File: src/design/pse_ram.sv
module pse_ram #(
    parameter int WIDTH = 32,
    parameter int DEPTH = 128
) (
    input  logic                     clk,
    input  logic                     we,
    input  logic [$clog2(DEPTH)-1:0] waddr,
    input  logic [WIDTH-1:0]         wdata,
    input  logic [$clog2(DEPTH)-1:0] raddr,
    output logic [WIDTH-1:0]         rdata
);

    logic [WIDTH-1:0] mem [DEPTH];

    always_ff @(posedge clk)
    begin
        if (we)
        begin
            mem[waddr] <= wdata;
        end
        rdata <= mem[raddr];
    end

endmodule

File: config.mk
export PLATFORM = sky130hd
export DESIGN_NAME = pse_ram
export DESIGN_NICKNAME = d
export VERILOG_FILES = /design/src/design/pse_ram.sv
export SDC_FILE = /design/constraint.sdc
export NUM_CORES = 2
export LEC_CHECK = 0
export BUFFER_PORTS_ARGS = -buffer_cell sky130_fd_sc_hd__clkbuf_2
export CAP_MARGIN = 10
export CORE_MARGIN = 4
export CORE_UTILIZATION = 46
export DETAILED_ROUTE_END_ITERATION = 10
export PLACE_DENSITY = 0.69
export RECOVER_POWER = 50
export SYNTH_ARGS = -nofsm -noshare
export SYNTH_HDL_FRONTEND = slang
export SYNTH_SLANG_ARGS = --single-unit
File: constraint.sdc
create_clock -name clk -period 5.2 [get_ports clk]
set_input_delay 0.78 -clock clk [delete_from_list [all_inputs] [get_ports clk]]
set_output_delay 0.78 -clock clk [all_outputs]
set_load 0.005 [all_outputs]
# [Word level (Yosys, flattened, before mapping)]
# Memory sizes are Yosys's and may differ from the RTL's. A register that Yosys moved wholly into a read port is not among the register bits.
# Cells that the tools add are included.
[totals] ff_bits=0 ramBits=4096 mem_count=1
[classes] muxes=2
[memory_table] memory="mem" words=128 word_bits=32 rd=1 rd_ports_with_merged_regs=1 write_ports=1 line_no="13" text="logic [WIDTH-1:0] mem [DEPTH];"
[op_table] cell="1-bit two-way mux" n=2

# [Logic depth before layout (Yosys ltp)]
[depth] word_depth=2 ltp_mapped=8 ltp_nobuf=4

# [Least setup slack after synthesis]
# Ideal clock, no wire load.
[synth_timing] path_kind="input -> register" start="input port we" end="memory mem[98][0], enable pin" setup_ns=0.461 t_arrival_ns=3.558 t_required_ns=4.739 path_slack_ns=1.181 cell_stages=3 n_path_buf=1 cell_sequence="clkbuf_1 -> nand4_1 -> nor3_1"
[synth_via] elab_chain_cells=2
[synth_lines] element="from (decl)" line_no="6" text="input logic we,"
[synth_lines] element="1-bit two-way mux" line_no="17" text="if (we)"
[synth_lines] element="1-bit two-way mux (implied by the code)" line_no="19" text="mem[waddr] <= wdata;"
[synth_lines] element="to (decl)" line_no="13"
# Every way passes these cells.

# [Worst setup path after layout]
[layout_timing] start="input port wdata[2]" end="memory mem[13][2], data pin"
[layout_lines] element="from (decl)" line_no="8" text="input logic [WIDTH-1:0] wdata,"
# No word-level cell before the write port.

==> key figures <==
Run status
  • Status: finished, violations left
  • Failing checks: antenna rules, capacitance limit, slew limit

Placed design
  • IO Port Bufs: 79
  • Placed inst area: 165000 sq um
  • Place WS: 0.838 ns
  • Global placer's final weighted congestion: around 0.87
  • Final HPWL DP: 231000 um

Route
  • Detailed Routing Iterations Pass 1: 5
  • Detail Route met3 WL: 48800 um
  • Wl on met1: approximately 150000 um
  • DR top layer: met5
  • Post-Route WL: 411000 um
  • Routed Antenna Nets: 1
  • Via/cell ratio: 6.34
  • WL per Instance: 36.1 um
  • Via count: 72200
  • Iter 0 DRT Violations: ~12000
  • Met2 wire len: between 150000 and 200000 um
  • Detailed-route DRC error count: 0

Setup path
  • Critical Path Start Type: primary input
  • Crit-path most repeated cell: clkbuf_1
  • CP Cell Sequence: clkbuf_1 -> clkbuf_1
  • Nature of the critical path endpoint: flop
  • Slowest stage cell on the critical path: clkbuf_1
  • Worst Path Arrival: roughly 4.4 ns
  • Crit path required time: around 5.4 ns
  • Worst Setup Path Type: primary input to flop
  • CP peak stage delay: 2.51 ns
  • Worst Path Buf+Inv: 2
  • Crit path max fanout: 67
  • Family with the most delay on the worst path: buffers and inverters

Timing
  • Max_slew headroom: -173%
  • Measured slew at the worst slew-check pin: 4.09 ns
  • Tcrit/Tclk final: 80.0%
  • Final min period: 4.16 ns
  • Final Hold Viols: 0
  • Setup ws final: 1.04 ns
  • Max Slew Vio Count: 2480
  • Peak Freq: 240 MHz
  • Final setup viols: 0
  • Clk_skew: 0.0691 ns
  • TNS Setup: 0 ns
  • RSZ-0062 raised after global routing: false

Global routing
  • Largest net degree at the start of global routing: 95
  • Initial antenna violation count: 64
  • Total track usage: a little under a quarter
  • Vias in the first global route: around 72000
  • Total grt overflow: 0
  • Global-route wire length before repair: 576000 um

Clocking
  • Post-CTS Hold Buffers: 0
  • Post-CTS Resized: 0
  • H-tree Lvls: 5
  • Clock sinks: 4128
  • Clock Path Buffers: 4
  • Clk root buf: clkbuf_16
  • Clk Latency, worst-skew pair: between 0.9 and 1 ns
  • Clock transition at the registers of the reported paths: 0.06 ns
  • CTS tree: done
  • TritonCTS buffer count: 406
  • Setup Fix Bufs, Post-CTS: 0

Die
  • Die Wd: 591 um
  • Row count: 213
  • Die area: roughly 350000 sq um
  • Starting Density: 46.3%
  • Core area: 337000 sq um
  • Height of the die: 591 um
  • Ports: 80

Yosys
  • Ys flop type: edfxtp_1
  • Yosys top cell by area: edfxtp_1
  • Number of synthesized flops with an enable pin: 4096
  • Synth warn: 0
  • Register area share after synthesis: roughly 79%
  • Avg Inst Size Synth: about 26 sq um
  • Ys async rst share: 0%
  • Most common cell in the netlist: edfxtp_1
  • Yosys reg bits: 4128
  • Top cell type's share of synthesized area: 78.7%
  • Mapped Cells: between 5000 and 6000
  • Yosys cell types: 17
  • Post-Syn Area: 156000 sq um
  • Dominant cells by area after synthesis: edfxtp_1, mux4_2, clkbuf_1
  • Syn_nets: 6038
  • Synth cell count leaders: edfxtp_1, mux4_2, clkbuf_1

Pwr
  • Clk pwr share: 41.9%
  • Static Leak: ~54 nW
  • Total Power: 69.7 mW
  • Pwr Density: 391 nW/um^2
  • Psw: 14.8 mW
  • Sw Ratio: 21.3%
  • Gate power share: 5.1%
  • Int Power: 54.9 mW
  • Reg power frac: 53.0%
  • Worst IR Drop VDD: 349 uV

Cells and area
  • Area Growth Syn to Fin: 14.2%
  • Fin util: between 50% and 60%
  • Final net count: roughly 6500
  • Final instance area: about 180000 sq um
  • Layout fillers: 24800
  • Share of cells above drive strength 1: 35.7%

Worst hold path
  • Hold/Removal Path Class: primary input to flop

Flow run
  • Max Cap Viol: 40
## power groups by stage
stage / sequential, mW / combinational [mW] / clock [mW]
after floorplan: 37.5 / 1.77 / 0
after global placement: 37.6 / 3.50 / 0
after detailed placement: 37.6 / 3.56 / 0
after CTS: 36.9 / 3.57 / 29.5
after global routing: 36.9 / 3.68 / 31.0
final: 37.0 / 3.55 / 29.2
## cell usage in the layout, fill, tap and decap left out, drive strengths merged
cell type,synthesis,routed
nand2b,2,2
nor2,122,122
mux2,32,32
clkinv,0,175
dfxtp,32,32
mux4,1344,1344
diode,0,54
nand2,14,14
nor3,9,9
edfxtp,4096,4096
nand4,3,3
clkinvlp,0,9
nand3,12,12
inv,0,12
bufinv,0,40
or3,1,1
clkbuf,182,602
nor2b,7,7
buf,134,308
## cell families after synthesis
family	after synthesis	share of synthesized area, %
mux	1376	19.6
buf+inv	316	0.839
simple gates	170	0.446
flops	4128	79.1
## layer usage
layer | vias to the layer above | global-route usage (%)
li1 | 27400 | -
met1 | 39300 | 33.6
met2 | 4848 | 36.0
met3 | 681 | 5.13
met4 | 16 | 8.91
met5 | - | 0
## layout make-up
cell class | count | area, sq um | area share (%)
Timing Repair Buffer | 393 | 3500 | 1.96
Tap cell | 4515 | 5650 | 3.17
Clock inverter | 236 | 2540 | 1.42
Multi-Input combinational cell | 1546 | 32200 | 18.1
Sequential cell | 4128 | 124000 | 69.3
Clock buffer | 517 | 10800 | 6.03
Antenna cell | 54 | 135 | 0.0757
## worst register-to-register path: cells and delay by family, from the launching register on
| kind | cells | cell delay, ns |
|---|---|---|
| DFF | 1 | 0.37 |
| muxes | 4 | 2.24 |
## path summary, 6_finish.rpt
kind | cells past startpoint | endpoint | from | slack (ns)
worst min register to register | 4 | rdata[3]$_DFF_P_ | mem[97][3]$_DFFE_PP_ | 1.13
worst max-delay path | 2 | mem[13][2]$_DFFE_PP_ | wdata[2] | 1.04
worst min-delay path | 1 | mem[80][28]$_DFFE_PP_ | wdata[28] | 0.50
worst max register to register | 4 | rdata[9]$_DFF_P_ | mem[123][9]$_DFFE_PP_ | 2.49
## through the flow
stage / hold slack, ns / cells
final: 0.501 / 11400
after global routing: 0.539 / 11400
after CTS: 0.182 / 11300
after global placement: 1.10 / 10600
after floorplan: 0.879 / 5990
after detailed placement: 1.12 / 10600
## sequential cells by signal, indices dropped and copies added (netlist names)
register	flops
rdata	32
mem	4096
(Power assumes the default switching activity.)
