`src/design/pse_pkg.sv`:
```
package pse_pkg;

    localparam int DEF_STACK_DEPTH = 128;
    localparam int DATA_W          = 32;
    localparam int DEPTH_W         = 8;

    localparam logic [7:0] SYM_ADD   = 8'h2B;
    localparam logic [7:0] SYM_SUB   = 8'h2D;
    localparam logic [7:0] SYM_MUL   = 8'h2A;
    localparam logic [7:0] SYM_DIV   = 8'h2F;
    localparam logic [7:0] SYM_POW   = 8'h5E;
    localparam logic [7:0] SYM_MOD   = 8'h25;
    localparam logic [7:0] SYM_ZERO  = 8'h30;

    typedef enum logic [2:0] {
        OP_ADD,
        OP_SUB,
        OP_MUL,
        OP_DIV,
        OP_MOD,
        OP_POW
    } op_t;

    typedef struct packed {
        logic  start;
        op_t   op;
        logic [DATA_W-1:0] lhs;
        logic [DATA_W-1:0] rhs;
    } alu_req_t;

    typedef struct packed {
        logic done;
        logic div0;
        logic [DATA_W-1:0] value;
    } alu_rsp_t;

    typedef enum logic [2:0] {
        ST_IDLE,
        ST_READ_RHS,
        ST_READ_LHS,
        ST_CALC,
        ST_WAIT,
        ST_WRITE,
        ST_READ_TOP,
        ST_OUT
    } state_t;

endpackage

```
`src/design/pse_alu.sv`:
```
module pse_alu import pse_pkg::*; (
    input  logic     clk,
    input  logic     rst_n,
    input  alu_req_t req,
    output alu_rsp_t rsp
);

    logic              busy_reg, busy_next;
    op_t               op_reg, op_next;
    logic [5:0]        cnt_reg, cnt_next;
    logic [DATA_W-1:0] a_reg, a_next;     // dividend magnitude / base
    logic [DATA_W-1:0] b_reg, b_next;     // divisor magnitude / exponent
    logic [DATA_W-1:0] acc_reg, acc_next; // remainder / power accumulator
    logic [DATA_W-1:0] q_reg, q_next;     // quotient
    logic              negq_reg, negq_next, negr_reg, negr_next;
    logic              done_reg, done_next, div0_reg, div0_next;
    logic [DATA_W-1:0] res_reg, res_next;
    logic [DATA_W:0]   trial;
    logic [DATA_W-1:0] shrem;
    logic [DATA_W-1:0] lmag, rmag;

    assign lmag = req.lhs[DATA_W-1] ? (~req.lhs + 1'b1) : req.lhs;
    assign rmag = req.rhs[DATA_W-1] ? (~req.rhs + 1'b1) : req.rhs;
    assign shrem = {acc_reg[DATA_W-2:0], a_reg[DATA_W-1]};
    assign trial = {1'b0, shrem} - {1'b0, b_reg};

    always_comb
    begin
        busy_next = busy_reg;
        op_next   = op_reg;
        cnt_next  = cnt_reg;
        a_next    = a_reg;
        b_next    = b_reg;
        acc_next  = acc_reg;
        q_next    = q_reg;
        negq_next = negq_reg;
        negr_next = negr_reg;
        done_next = 1'b0;
        div0_next = div0_reg;
        res_next  = res_reg;
        if (req.start)
        begin
            op_next   = req.op;
            div0_next = 1'b0;
            negq_next = req.lhs[DATA_W-1] ^ req.rhs[DATA_W-1];
            negr_next = req.lhs[DATA_W-1];
            busy_next = 1'b0;
            case (req.op)
                OP_ADD:
                begin
                    res_next = req.lhs + req.rhs; done_next = 1'b1;
                end
                OP_SUB:
                begin
                    res_next = req.lhs - req.rhs; done_next = 1'b1;
                end
                OP_MUL:
                begin
                    a_next = req.lhs; b_next = req.rhs; busy_next = 1'b1;
                end
                OP_DIV, OP_MOD:
                begin
                    if (req.rhs == '0)
                    begin
                        res_next = '0; div0_next = 1'b1; done_next = 1'b1;
                    end
                    else
                    begin
                        a_next = lmag; b_next = rmag; acc_next = '0; q_next = '0;
                        cnt_next = 6'(DATA_W); busy_next = 1'b1;
                    end
                end
                OP_POW:
                begin
                    if (req.rhs[DATA_W-1])
                    begin
                        done_next = 1'b1;
                        if (req.lhs == 32'd1)
                            res_next = 32'd1;
                        else if (req.lhs == '1)
                            res_next = req.rhs[0] ? '1 : 32'd1;
                        else
                        begin
                            res_next = '0;
                            div0_next = (req.lhs == '0);
                        end
                    end
                    else
                    begin
                        a_next = req.lhs; b_next = req.rhs; acc_next = 32'd1;
                        busy_next = 1'b1;
                    end
                end
                default:
                begin
                    res_next = '0; done_next = 1'b1;
                end
            endcase
        end
        else if (busy_reg)
        begin
            case (op_reg)
                OP_MUL:
                begin
                    res_next = a_reg * b_reg; done_next = 1'b1; busy_next = 1'b0;
                end
                OP_DIV, OP_MOD:
                begin
                    // one restoring-division bit per cycle
                    if (!trial[DATA_W])
                    begin
                        acc_next = trial[DATA_W-1:0];
                        q_next = {q_reg[DATA_W-2:0], 1'b1};
                    end
                    else
                    begin
                        acc_next = shrem;
                        q_next = {q_reg[DATA_W-2:0], 1'b0};
                    end
                    a_next = {a_reg[DATA_W-2:0], 1'b0};
                    cnt_next = cnt_reg - 1'b1;
                    if (cnt_reg == 6'd0)
                    begin
                        acc_next = acc_reg; q_next = q_reg; a_next = a_reg;
                        cnt_next = cnt_reg;
                        if (op_reg == OP_DIV)
                            res_next = negq_reg ? (~q_reg + 1'b1) : q_reg;
                        else
                            res_next = negr_reg ? (~acc_reg + 1'b1) : acc_reg;
                        done_next = 1'b1; busy_next = 1'b0;
                    end
                end
                OP_POW:
                begin
                    // one square-and-multiply step per cycle
                    if (b_reg == '0)
                    begin
                        res_next = acc_reg; done_next = 1'b1; busy_next = 1'b0;
                    end
                    else
                    begin
                        if (b_reg[0])
                            acc_next = acc_reg * a_reg;
                        a_next = a_reg * a_reg;
                        b_next = b_reg >> 1;
                    end
                end
                default:
                begin
                    busy_next = 1'b0; done_next = 1'b1;
                end
            endcase
        end
    end

    always_ff @(posedge clk or negedge rst_n)
    begin
        if (!rst_n)
        begin
            busy_reg <= 1'b0;
            done_reg <= 1'b0;
        end
        else
        begin
            busy_reg <= busy_next;
            done_reg <= done_next;
        end
    end

    always_ff @(posedge clk)
    begin
        op_reg   <= op_next;
        cnt_reg  <= cnt_next;
        a_reg    <= a_next;
        b_reg    <= b_next;
        acc_reg  <= acc_next;
        q_reg    <= q_next;
        negq_reg <= negq_next;
        negr_reg <= negr_next;
        div0_reg <= div0_next;
        res_reg  <= res_next;
    end

    assign rsp.done  = done_reg;
    assign rsp.div0  = div0_reg;
    assign rsp.value = res_reg;

endmodule

```
`config.mk`:
```
export PLATFORM = sky130hd
export DESIGN_NAME = pse_alu
export DESIGN_NICKNAME = d
export VERILOG_FILES = /design/src/design/pse_pkg.sv /design/src/design/pse_alu.sv
export SDC_FILE = /design/constraint.sdc
export NUM_CORES = 2
export LEC_CHECK = 0
export ABC_CLOCK_PERIOD_IN_PS = 13400
export BUFFER_PORTS_ARGS = -buffer_cell sky130_fd_sc_hd__buf_2
export CAP_MARGIN = 40
export CORE_MARGIN = 2
export CORE_UTILIZATION = 70
export DETAILED_ROUTE_END_ITERATION = 8
export MAX_ROUTING_LAYER = met4
export PLACE_DENSITY_LB_ADDON = 0.08
export SLEW_MARGIN = 20
export SYNTH_ARGS = -nofsm -noshare
export SYNTH_HDL_FRONTEND = slang
export SYNTH_SLANG_ARGS = --single-unit
```
`constraint.sdc`:
```
create_clock -name clk -period 13.4 [get_ports clk]
set_clock_uncertainty 0.1 [all_clocks]
set_input_delay 1.34 -clock clk [delete_from_list [all_inputs] [get_ports clk]]
set_output_delay 1.34 -clock clk [all_outputs]
set_load 0.005 [all_outputs]
```
# Yosys cells after proc, flatten, opt, wreduce, memory -nomap -nowiden
# Cells that the tools add are included.
word_totals:
  reg_bits: 174
classes:
  add_sub_neg: 8
  n_mul: 3
  n_eq_ne: 27
  mux: 73
  n_bitwise: 5
  n_reduce_logical: 17
op_table:
  columns: ["operator", "count"]
  rows:
  - ["two-way mux 32 bit", 39]
  - ["one-hot mux 32 bit (3 select lines)", 3]
  - ["one-hot mux 32 bit (2 select lines)", 3]
  - ["one-hot mux 32 bit (5 select lines)", 1]
  - ["adder 32 x 1 -> 32 bit, second input constant", 4]
  - ["NOT 32 bit", 4]
  - ["zero test 32 bit", 3]
  - ["multiplier 32 x 32 -> 32 bit", 3]
  - ["two-way mux 6 bit", 6]
  - ["subtractor 32 x 32 -> 33 bit", 1]
  - ["adder 32 bit", 1]
  - ["== test 32 x 1 -> 1 bit, second input constant", 1]
  - ["== test 32 bit, second input constant", 1]
  - ["subtractor 32 bit", 1]
  - ["!= test 3 bit, second input constant", 9]
  - ["two-way mux 1 bit", 16]
  - ["AND reduction 7 bit", 2]
  - ["== test 3 x 2 -> 1 bit, second input constant", 4]
  - ["== test 3 bit, second input constant", 4]
  - ["!= test 2 bit, second input constant", 4]
  - ["AND reduction 8 bit", 1]
  - ["zero test 6 bit", 1]
  - ["one-hot mux 1 bit (2 select lines)", 3]
  - ["one-hot mux 1 bit (3 select lines)", 2]
  - ["13 further kinds", 16]

# Logic depth before layout (Yosys ltp)
logic_depth:
  ltp_word: 8
  depth_mapped: 28
  mapped_depth_nobuf: 26

# Worst setup path after synthesis
# Ideal clock, no wire load.
synth_timing:
  path_type: "register -> register"
  from: "reg a_reg[4]"
  to: "reg a_reg[26] (data pin)"
  arrival_ns: 7.286
  path_slack_ns: 5.844
  stages_incl_launch_ff: 27
  n_path_buf: 3
  period_less_slack_ns: 7.556
  path_cell_list: "edfxtp_1 > clkbuf_1 > clkbuf_1 > clkbuf_1 > nand2_1 > fa_1 > inv_1 > fa_1 > inv_1 > fa_1 > fa_1 > inv_1 > fa_1 > inv_1 > fa_1 > inv_1 > fa_1 > fa_1 > ha_1 > and4_1 > a21oi_1 > o21ai_0 > a21o_1 > a2111oi_0 > o21ai_0 > and3_1 > o31ai_1"
synth_via:
  elab_chain_len: 5
synth_rtl:
  columns: ["element", "line", "rtl"]
  rows:
  - ["from (decl)", "pse_alu.sv:11", "logic [DATA_W-1:0] a_reg, a_next;"]
  - ["from (signal assigned)", "pse_alu.sv:174", "a_reg <= a_next;"]
  - ["multiplier 32 x 32 -> 32 bit", "pse_alu.sv:144", "a_next = a_reg * a_reg;"]
  - ["two-way mux 32 bit", "pse_alu.sv:136", "if (b_reg == '0)"]
  - ["one-hot mux 32 bit (2 select lines)", "pse_alu.sv:102", "case (op_reg)"]
  - ["two-way mux 32 bit", "pse_alu.sv:100", "else if (busy_reg)"]
  - ["two-way mux 32 bit", "pse_alu.sv:41", "if (req.start)"]
  - ["net a_next[26]", "pse_alu.sv:11", null]
# The timed path passes the listed nets, and every way through them passes these cells. The select of a mux whose other input is x is not followed.
# A chain may end at the register's enable or synchronous reset.

# Final worst setup path
layout_timing:
  from: "reg a_reg[2]"
  to: "reg a_reg[26] (data pin)"
# Same word-level chain as after synthesis.

==> out/qor.csv <==
metric;value;unit
Yosys top cell by area;fa_1;
Post-CTS Setup Inserts;0;
R2R Setup Slk;4.42;ns
global-route total usage across every layer;0.465;
Worst Reg-to-Reg Cells;25;
pin count of the biggest net entering global routing;85;
M2 GR Usage;0.676;
slowest stage cell, crit path;edfxtp_1;
clock-pin transition on the worst setup and hold timing paths;0.09;ns
critical path's largest stage delay;0.81;ns
Die Y;296;um
share of cells above drive strength 1;0.0452;
hold_buf cts;0;
Critical Path RT;13.62;ns
Worst path most repeated cell;fa_1;
Yosys warning total;0;
CTS tree;done;
Post-Syn Area;0.0595;sq mm
top_reg_cell synth;edfxtp_1;
Worst Setup End Kind;flip-flop;
via density per instance;6.21;
Post-synth top cells;1280 x inv_1, 1182 x fa_1, 742 x nand2_1, 685 x and2_1, 446 x ha_1;
fin util;0.737;
initial detailed-routing violation count;4972;
final WL;189000;um
Max Clk Rate;111;MHz
Final period util;0.670;
reg-to-reg endpoint;a_reg[26]$_DFFE_PP_;
most common cell in the netlist;inv_1;
Placed Cells;7666;
Ports;104;
sinks on the clock net;174;
Clock Tree Buf Depth;2;
Rel. slew slack;0.397;
Area Growth Syn to Fin;3.98;%
Setup-failing EPs final;0;
H-tree level count;4;
1st-pass router iterations;8;
GRT met3 Usage;0.126;
PostCTS Resize Cnt;0;
Synth Register Bits;174;
Hold Fails Final Rpt;0;
IO buf count;103;
worst hold stages;1;
initial antenna violation count;11;
Critical R2R Launch;a_reg[2]$_DFFE_PP_;
initial core utilization;0.709;
gr ovfl total;0;
Max Cap Viol;0;
min-delay src;cnt_reg[0]$_SDFFCE_PP0P_;
CTS root buf;clkbuf_16;
Hold EP;cnt_reg[0]$_SDFFCE_PP0P_;
GR peak layer;met2;
non-filler instance count after layout;7717;
RSZ-0062 raised after global routing;no;
met1 Resource Use GR;0.588;
GPL Wtd Cong;1.05;
outcome;finished clean;
CP max FO;47;
Worst-Skew Late Latency;0.51;ns
Crit. Startpoint;a_reg[2]$_DFFE_PP_;
worst slew pin tran;0.898;ns
syn nets;8371;
Rows;106;
crit path DAT;9.20;ns
post-DR wirelength/cell;24.5;um
vias in the first global route;50178;
CTS buffer count;17;
average size of a mapped cell;8.92;sq um
Post-synth EDFFs;172;
Setup crit start kind;flip-flop;
Synth top area share;0.398;
Remaining DRCs;0;
Tmin final;8.98;ns
cell count after synthesis;6673;
post-DP HPWL;146000;um
Die Wd;296;um
setup total negative slack;0;ns
Synth area leaders;fa_1 40%, ha_1 9.4%, edfxtp_1 8.7%;
post-synthesis sequential area ratio;0.0876;
Hold/Removal Path Class;flip-flop to flip-flop;
vias;47931;
Core Region;0.0840;sq mm
global-route wire length before repair;293000;um
nets;8258;
DIE AREA;0.0874;sq mm
critical path type;flip-flop to flip-flop;
post-synthesis cell type count;82;
Final Max Tran Viols;0;
Antenna Violating Nets Remaining;0;
FFs w/ async S/R, synth;0.0115;
[how the worst max path moves through the flow]
stage | to | slack, ns | cells past startpoint
final | a_reg[26]$_DFFE_PP_ | 4.42 | 25
after global routing | a_reg[26]$_DFFE_PP_ | 4.04 | 25
after CTS | a_reg[26]$_DFFE_PP_ | 4.61 | 25
after detailed placement | a_reg[26]$_DFFE_PP_ | 4.66 | 25
after global placement | a_reg[26]$_DFFE_PP_ | 4.83 | 25
after floorplan | a_reg[26]$_DFFE_PP_ | 5.84 | 26
[layer usage]
| layer | part of all wire | up-vias |
|---|---|---|
| met5 | 0 | - |
| met3 | 0.13 | 779 |
| met4 | 0.072 | 0 |
| met1 | 0.36 | 23685 |
| met2 | 0.44 | 3043 |
| li1 | - | 20424 |
[critical path, delay by kind of cell (launching register included)]
kind                     cells  cell delay [ns]
flip-flops                   1             0.81
AND/OR/NAND/NOR              3             0.58
buffers and inverters        7             1.50
adder cells (fa/ha/maj)      9             4.36
AO/OA/AOI/OAI                6             1.39
[final cells by class]
class / count / area, sq um
diodes: 10 / 25.0
flip-flops and latches: 174 / 5220
repair buffers: 230 / 1590
inverters: 1282 / 4810
well taps: 1134 / 1420
clock buffers: 17 / 425
fillers: 6352 / 22100
clock inverters: 15 / 225
multi-input cells: 4855 / 48200
[layout by cell type (no fill, tap or decap), drive strengths merged, types with 22 or more instances in the layout]
master	instances
buf	230
nor2	283
nand4	24
nand2	742
ha	446
a31oi	29
nand2b	28
a211oi	35
o21a	32
nand3	48
edfxtp	172
mux2i	29
o31ai	28
inv	1291
fa	1182
xnor2	256
xor2	120
nor3	58
o21ai	157
o22ai	29
o211ai	22
a21oi	213
or3	35
nor4	25
a21o	60
and2	685
nor2b	57
[metrics by stage]
step / worst slack (ns) / hold WS [ns] / area (sq um)
5_1_grt: 4.04 / 0.500 / 61900
3_5_place_dp: 4.66 / 0.481 / 61000
3_3_place_gp: 4.83 / 0.474 / 61000
6_report: 4.42 / 0.493 / 61900
2_1_floorplan: 5.84 / 0.434 / 59500
4_1_cts: 4.61 / 0.489 / 61700
[cells by family after synthesis]
family | count (synthesis) | share of synthesized area
AOI/OAI and AO/OA | 765 | 0.0833
xor gates and xnor gates | 377 | 0.0557
adders and majority gates | 1628 | 0.491
buffers and inverters | 1644 | 0.104
DFF | 174 | 0.0876
muxes | 32 | 0.00545
and+or+nand+nor | 2053 | 0.173
Power is not shown: default switching activity piles up to over one toggle a cycle in this logic, so the estimate is an artifact.
